--- config.mk ---
export PLATFORM = sky130hd
export DESIGN_NAME = inline_cache_type_profiler
export DESIGN_NICKNAME = d
export VERILOG_FILES = /design/src/rtl/core/icp_pkg.sv /design/src/rtl/core/inline_cache_type_profiler.sv
export SDC_FILE = /design/constraint.sdc
export NUM_CORES = 2
export LEC_CHECK = 0
export ABC_AREA = 0
export BUFFER_PORTS_ARGS = -buffer_cell sky130_fd_sc_hd__buf_2
export CAP_MARGIN = 0
export CORE_MARGIN = 1.5
export CORE_UTILIZATION = 40
export CTS_CLUSTER_DIAMETER = 50
export DETAILED_ROUTE_END_ITERATION = 7
export GPL_ROUTABILITY_DRIVEN = 0
export GPL_TIMING_DRIVEN = 0
export PLACE_DENSITY = 0.53
export SLEW_MARGIN = 40
export SYNTH_ARGS = -nofsm -noshare
export SYNTH_HDL_FRONTEND = slang
export SYNTH_SLANG_ARGS = --single-unit
--- constraint.sdc ---
create_clock -name clk -period 13.6 [get_ports clk]
set_input_delay 0.68 -clock clk [delete_from_list [all_inputs] [get_ports clk]]
set_output_delay 0.68 -clock clk [all_outputs]
set_load 0.005 [all_outputs]
--- src/rtl/core/icp_pkg.sv ---
// ----------------------------------------------------------------------------
// Inline cache type profiler package
// Field widths, item kinds and the saturating counter step.
// ----------------------------------------------------------------------------
`default_nettype none

package icp_pkg;

  localparam int CLASS_W = 32;
  localparam int COUNT_W = 32;
  localparam int SLOT_W  = 3;

  localparam logic KIND_RECORD  = 1'b0;
  localparam logic KIND_PROMOTE = 1'b1;

  function automatic logic [COUNT_W-1:0] sat_inc(input logic [COUNT_W-1:0] v);
    sat_inc = (v == '1) ? v : v + COUNT_W'(1);
  endfunction

endpackage

`default_nettype wire

--- src/rtl/core/inline_cache_type_profiler.sv ---
// A record looks its class up in the used ways, then scans them for the dominant way;
// a promote runs a selection scan and a swap per promoted position, then the final scan.
// One item at a time: busy stays high until the result is out, and every way
// visit goes through the single read port of the way table.
// Reset (rst, synchronous) empties the table, clears the send total and the
// megamorphic flag; the receiver cannot stall, so done is high for one cycle.
// ----------------------------------------------------------------------------
// Inline cache type profiler
// Type profile of one call site: way lookup, append, partial selection sort
// and dominant-way report, all on one shared scan counter and way-table read port.
// ----------------------------------------------------------------------------
`default_nettype none

module inline_cache_type_profiler #(
  parameter int MAX_WAYS     = 8,
  parameter int EMITTED_WAYS = 4
) (
  input  wire logic                          clk,
  input  wire logic                          rst,
  input  wire logic                          start,
  output logic                               busy,
  input  wire logic                          kind,
  input  wire logic [icp_pkg::CLASS_W-1:0]   receiver_class,
  input  wire logic [icp_pkg::CLASS_W-1:0]   argument_class,
  output logic                               done,
  output logic                               hit,
  output logic                               inserted,
  output logic [icp_pkg::SLOT_W-1:0]         way_slot,
  output logic                               is_megamorphic,
  output logic                               is_monomorphic,
  output logic                               dominant_valid,
  output logic [icp_pkg::CLASS_W-1:0]        dominant_class,
  output logic [icp_pkg::CLASS_W-1:0]        dominant_arg_class,
  output logic [icp_pkg::COUNT_W-1:0]        dominant_count,
  output logic [icp_pkg::COUNT_W-1:0]        total_sends
);

  localparam int CLASS_W  = icp_pkg::CLASS_W;
  localparam int COUNT_W  = icp_pkg::COUNT_W;
  localparam int SLOT_W   = icp_pkg::SLOT_W;
  localparam int IDX_W    = $clog2(MAX_WAYS);
  localparam int CNT_W    = $clog2(MAX_WAYS + 1);
  localparam int EMIT_CAP = (EMITTED_WAYS < MAX_WAYS) ? EMITTED_WAYS : MAX_WAYS;

  typedef enum logic [2:0] {
    IDLE,
    LOOKUP,
    SELECT,
    SWAP,
    DOMINANT
  } state_t;

  state_t state;

  logic [CLASS_W-1:0] way_class     [MAX_WAYS];
  logic [CLASS_W-1:0] way_arg_class [MAX_WAYS];
  logic [COUNT_W-1:0] way_hits      [MAX_WAYS];

  logic [CNT_W-1:0]   ways_used;
  logic [COUNT_W-1:0] send_total;
  logic               mega_flag;

  logic [CLASS_W-1:0] rcls;
  logic [CLASS_W-1:0] acls;
  logic [CNT_W-1:0]   cnt;
  logic [CNT_W-1:0]   pos;
  logic               hit_r;
  logic               ins_r;
  logic [SLOT_W-1:0]  slot_r;

  logic [CLASS_W-1:0] best_cls;
  logic [CLASS_W-1:0] best_arg;
  logic [COUNT_W-1:0] best_hits;
  logic [IDX_W-1:0]   best_idx;

  logic [IDX_W-1:0]   idx;
  logic [CLASS_W-1:0] rd_cls;
  logic [CLASS_W-1:0] rd_arg;
  logic [COUNT_W-1:0] rd_hits;
  logic [CNT_W-1:0]   lim;
  logic               dom_ok;

  assign idx     = cnt[IDX_W-1:0];
  assign rd_cls  = way_class[idx];
  assign rd_arg  = way_arg_class[idx];
  assign rd_hits = way_hits[idx];
  assign lim     = (CNT_W'(EMIT_CAP) < ways_used) ? CNT_W'(EMIT_CAP) : ways_used;
  assign dom_ok  = !mega_flag && (ways_used != '0) && (send_total != '0);
  assign busy    = (state != IDLE);

  always_ff @(posedge clk) begin
    done <= 1'b0;
    case (state)
      IDLE: begin
        if (start) begin
          rcls   <= receiver_class;
          acls   <= argument_class;
          hit_r  <= 1'b0;
          ins_r  <= 1'b0;
          slot_r <= '0;
          cnt    <= '0;
          pos    <= '0;
          if (kind == icp_pkg::KIND_RECORD) begin
            send_total <= icp_pkg::sat_inc(send_total);
            state      <= LOOKUP;
          end else if (ways_used < CNT_W'(2)) begin
            state <= DOMINANT;
          end else begin
            state <= SELECT;
          end
        end
      end
      LOOKUP: begin
        if (cnt == ways_used) begin
          if (ways_used == CNT_W'(MAX_WAYS)) begin
            mega_flag <= 1'b1;
          end else begin
            way_class[ways_used[IDX_W-1:0]]     <= rcls;
            way_arg_class[ways_used[IDX_W-1:0]] <= acls;
            way_hits[ways_used[IDX_W-1:0]]      <= COUNT_W'(1);
            ways_used <= ways_used + CNT_W'(1);
            ins_r     <= 1'b1;
            slot_r    <= SLOT_W'(ways_used[IDX_W-1:0]);
          end
          cnt   <= '0;
          state <= DOMINANT;
        end else if (rd_cls == rcls) begin
          way_hits[idx]      <= icp_pkg::sat_inc(rd_hits);
          way_arg_class[idx] <= acls;
          hit_r  <= 1'b1;
          slot_r <= SLOT_W'(idx);
          cnt    <= '0;
          state  <= DOMINANT;
        end else begin
          cnt <= cnt + CNT_W'(1);
        end
      end
      SELECT: begin
        if (cnt == ways_used) begin
          cnt   <= pos;
          state <= SWAP;
        end else begin
          if ((cnt == pos) || (rd_hits > best_hits)) begin
            best_cls  <= rd_cls;
            best_arg  <= rd_arg;
            best_hits <= rd_hits;
            best_idx  <= idx;
          end
          cnt <= cnt + CNT_W'(1);
        end
      end
      SWAP: begin
        way_class[idx]          <= best_cls;
        way_arg_class[idx]      <= best_arg;
        way_hits[idx]           <= best_hits;
        way_class[best_idx]     <= rd_cls;
        way_arg_class[best_idx] <= rd_arg;
        way_hits[best_idx]      <= rd_hits;
        pos <= pos + CNT_W'(1);
        if (pos + CNT_W'(1) == lim) begin
          cnt   <= '0;
          state <= DOMINANT;
        end else begin
          cnt   <= pos + CNT_W'(1);
          state <= SELECT;
        end
      end
      DOMINANT: begin
        if (cnt == ways_used) begin
          done               <= 1'b1;
          hit                <= hit_r;
          inserted           <= ins_r;
          way_slot           <= slot_r;
          is_megamorphic     <= mega_flag;
          is_monomorphic     <= !mega_flag && (ways_used == CNT_W'(1));
          dominant_valid     <= dom_ok;
          dominant_class     <= dom_ok ? best_cls : '0;
          dominant_arg_class <= dom_ok ? best_arg : '0;
          dominant_count     <= dom_ok ? best_hits : '0;
          total_sends        <= send_total;
          state              <= IDLE;
        end else begin
          if ((cnt == '0) || (rd_hits > best_hits)) begin
            best_cls  <= rd_cls;
            best_arg  <= rd_arg;
            best_hits <= rd_hits;
            best_idx  <= idx;
          end
          cnt <= cnt + CNT_W'(1);
        end
      end
      default: begin
        state <= IDLE;
      end
    endcase
    if (rst) begin
      state      <= IDLE;
      done       <= 1'b0;
      ways_used  <= '0;
      send_total <= '0;
      mega_flag  <= 1'b0;
    end
  end

  a_done_after_scan: assert property (@(posedge clk) disable iff (rst)
    done |-> $past(state) == DOMINANT)
    else $error("result strobe without a finished dominant scan");

  a_ways_bounded: assert property (@(posedge clk) disable iff (rst)
    ways_used <= CNT_W'(MAX_WAYS))
    else $error("way count beyond table depth");

  a_mega_sticky: assert property (@(posedge clk) disable iff (rst)
    mega_flag |=> mega_flag)
    else $error("megamorphic flag cleared without reset");

  a_hit_ins_excl: assert property (@(posedge clk) disable iff (rst)
    done |-> !(hit && inserted))
    else $error("item both hit and inserted");

  a_start_busy: assert property (@(posedge clk) disable iff (rst)
    (start && !busy) |=> busy)
    else $error("accepted item did not raise busy");

endmodule

`default_nettype wire
==> metrics.md <==
| Metric | Value |
|---|---|
| Drt first pass iters | `8` |
| Net Count, Synth | `approximately 4,200` |
| # clock sinks | `1,124` |
| Largest net degree at the start of global routing | `between 40 and 50` |
| Leak Pwr | `22.25 nW` |
| TritonCTS Buffers | `between 100 and 150` |
| # resized after CTS | `0` |
| Nets | `4,798` |
| Syn Inst Count | `a little over 4,000` |
| Post-synth top area cell | `edfxtp_1` |
| Cell Area, Placed | `roughly 0.058 sq mm` |
| Number of global-route vias before repair | `about 38,000` |
| Clk slew on worst S/H paths | `0.06 ns` |
| Worst VDD drop | `between 100 and 150 uV` |
| Syn-to-layout area delta | `18.36%` |
| Crit Path Category | `flop to flop` |
| Seq/Total Area, Yosys | `62.98%` |
| Final core occ | `roughly 48%` |
| Wire length of the first global-routing pass | `between 200 and 300 mm` |
| Number of hold buffers added after cts | `0` |
| Setup crit start kind | `flop` |
| DIE WIDTH | `366.6 microns` |
| TritonCTS clock tree | `yes` |
| Max Cap Violations | `0` |
| Via density | `5.885` |
| Count leader, synth | `edfxtp_1` |
| Max Root-Sink Buffers | `3` |
| Total Routing Usage GR | `a little over a quarter` |
| Routed wire length | `185.2 mm` |
| Post-DP HPWL | `about 130 mm` |
| Final Setup Violations | `0` |
| Yosys cell types | `67` |
| Later-pin clock latency in the skew report | `about 0.8 ns` |
| Initial antenna violation count | `6` |
| Data arrival, critical path | `8.88 ns` |
| # Post-CTS Setup Buffers | `0` |
| Async SR Flop Fraction | `0%` |
| Synth top area share | `61.32%` |
| Fmax | `119.3 MHz` |
| Synth top area cells | `edfxtp_1, mux4_2, mux2i_1, a21oi_1, nor2_1` |
| H-tree depth | `4` |
| Slew of the pin with the lowest slew margin | `approximately 1.0 ns` |
| Layout cell share with drive strength beyond 1 | `20.70%` |
| Area of the multi-input gates | `roughly 0.018 sq mm` |
| Commonest cells in the netlist | `edfxtp_1, nor2_1, a21oi_1` |
| Die footprint | `0.1344 sq mm` |
| Crit path time final | `roughly 8.4 ns` |
| YS warnings | `0` |
| Ant diodes | `0` |
| EDFF count, synth | `approximately 1,100` |
| Routed length per instance | `28.22 microns` |
| Ys flop type | `edfxtp_1` |
| WP data required | `14.10 ns` |
| Mean Syn Cell Area | `around 13 sq um` |
| DR DRC count | `0` |
| Die Span Y | `366.6 microns` |
| Total chip power | `around 11 mW` |
| Core area | `between 0.1 and 0.15 sq mm` |
| I/O Pins | `between 200 and 250` |
| Placement row count | `133` |
| Clock root buffer | `clkbuf_16` |
| DP Worst Slack | `approximately 5.4 ns` |
| Fillers | `11,850` |
| Vias | `about 39,000` |
| Crit end category | `flop` |
| Synth Register Bits | `~1,100` |
| Setup TNS | `0 ns` |
| Hold crit path type | `input pin to flop` |
| Crit-path max FO | `10` |
| Final hold viol count | `0` |
| Mapped cell area | `0.05289 sq mm` |
| Buffers on Ports | `~210` |
| Register area | `between 0.03 and 0.04 sq mm` |
| DRC violation total after the first TritonRoute iteration | `5,330` |
| Outcome | `completed` |
| Clock skew | `roughly 0.038 ns` |
| Max-slew headroom | `around a third` |
| Routed Antenna Nets | `0` |
| Max-slew violations | `0` |
| Crit share post-route | `approximately 62%` |
| Fin area | `about 0.063 sq mm` |
| GRT overflow | `0` |
| Final worst setup slack | `about 5.2 ns` |
| Unrepaired setup endpoints after global routing | `no` |
| Initial Util | `40.28%` |
| Pwr per Cell Area | `167.9 mW/mm^2` |
-- metrics by stage --
step	instances	hold slack [ns]
after floorplan	4127	0.4003
after global placement	6087	0.4100
after detailed placement	6289	0.4116
after CTS	6555	0.0009401
after global routing	6562	0.02512
final	6562	0.04720
-- cell families after synthesis --
| logic type | synth area share (%) |
|---|---|
| AOI/OAI and AO/OA | 8.860 |
| buffers and inverters | 2.936 |
| DFF | 62.98 |
| and+or+nand+nor | 9.851 |
| xor gates and xnor gates | 1.457 |
| adders and majority gates | 0.9699 |
| muxes | 12.94 |
-- final timing paths --
kind | startpoint | end | slack (ns) | depth (start not counted)
setup / recovery | flop | way_arg_class[3][16]$_DFFE_PP_ | 5.22 | 21
hold / removal | argument_class[24] | acls[24]$_DFFE_PP_ | 0.05 | 1
hold reg to reg | slot_r[2]$_SDFFCE_PN0P_ | way_slot[2]$_DFFE_PP_ | 0.42 | 0
setup reg to reg | flop | way_arg_class[3][16]$_DFFE_PP_ | 5.22 | 21
-- sequential cells by signal, indices dropped and copies added, names as in the netlist, 3 cells and up, named ones only --
signal	flops
dominant_arg_class	32
best_cls	32
ways_used	4
way_slot	3
slot_r	3
best_arg	32
send_total	32
way_hits	256
way_arg_class	256
dominant_count	32
acls	32
way_class	256
dominant_class	32
cnt	4
state	3
rcls	32
pos	4
best_hits	32
total_sends	32
best_idx	3
-- worst max-delay path: stages (launching register included) --
cell,delay (ns)
dfxtp_1,0.30
buf_4,0.19
buf_4,0.24
inv_1,0.35
buf_2,0.56
buf_2,0.53
buf_2,0.58
nor2_1,0.19
o21ai_0,0.42
nand4b_1,0.15
nor4_1,0.75
nand4_1,0.51
nor3_4,0.68
nor2_1,0.29
o211ai_1,0.64
buf_2,0.32
buf_2,0.22
buf_2,0.22
buf_2,0.21
buf_2,0.22
buf_2,0.21
buf_2,0.21
-- area by class of cell --
| cell class | count | share of cell area (%) |
|---|---|---|
| timing repair buffer | 414 | 3.832 |
| sequential | 1124 | 53.22 |
| tap | 1755 | 3.508 |
| clock buffer | 166 | 5.988 |
| multi-input combinational | 2622 | 29.09 |
| clock inverter | 100 | 1.741 |
| inverter | 87 | 0.5297 |
| buffer | 294 | 2.099 |
-- metal layers --
| metal | vias up | global-route usage, % | part of all wire [%] |
|---|---|---|---|
| li1 | 16610 | - | - |
| met1 | 19390 | 37.63 | 41 |
| met2 | 2193 | 41.01 | 44 |
| met3 | 415 | 6.090 | 9.9 |
| met4 | 6 | 11.79 | 4.3 |
| met5 | - | 0 | 0.019 |
-- cells in the final DEF (no fill, tap or decap), types with 9 or more instances in the layout --
master and instances:
a22oi_1 39, ha_1 41, o211ai_1 30, nand2_1 263, inv_1 83, buf_2 396
a21o_1 12, a21oi_1 586, clkbuf_2 56, and2_1 104, clkbuf_16 146, o21ai_0 27
mux2i_1 286, clkinv_1 20, xor2_1 48, edfxtp_1 1080, nand3_1 47, mux2i_2 12
nor4_1 22, mux4_2 164, nor3_1 18, clkbuf_1 189, buf_12 9, nor2_1 622
mux2_2 15, buf_4 55, buf_1 10, clkinv_2 21, dfxtp_1 44, nand4_1 33
a211oi_1 15, and4_1 9, xnor2_1 40, inv_6 16, bufinv_16 13, clkinv_4 9
o22ai_1 45, or3_1 11, clkinvlp_4 13, nor2b_1 12
-- power by group --
group / switching (mW) / internal, mW / leakage (nW)
Sequential: 0.0681 / 3.99 / 9.91
Clock: 1.62 / 2.26 / 2.33
Combinational: 1.76 / 0.806 / 10.0
Note: power is estimated with default switching activity, not from simulation.
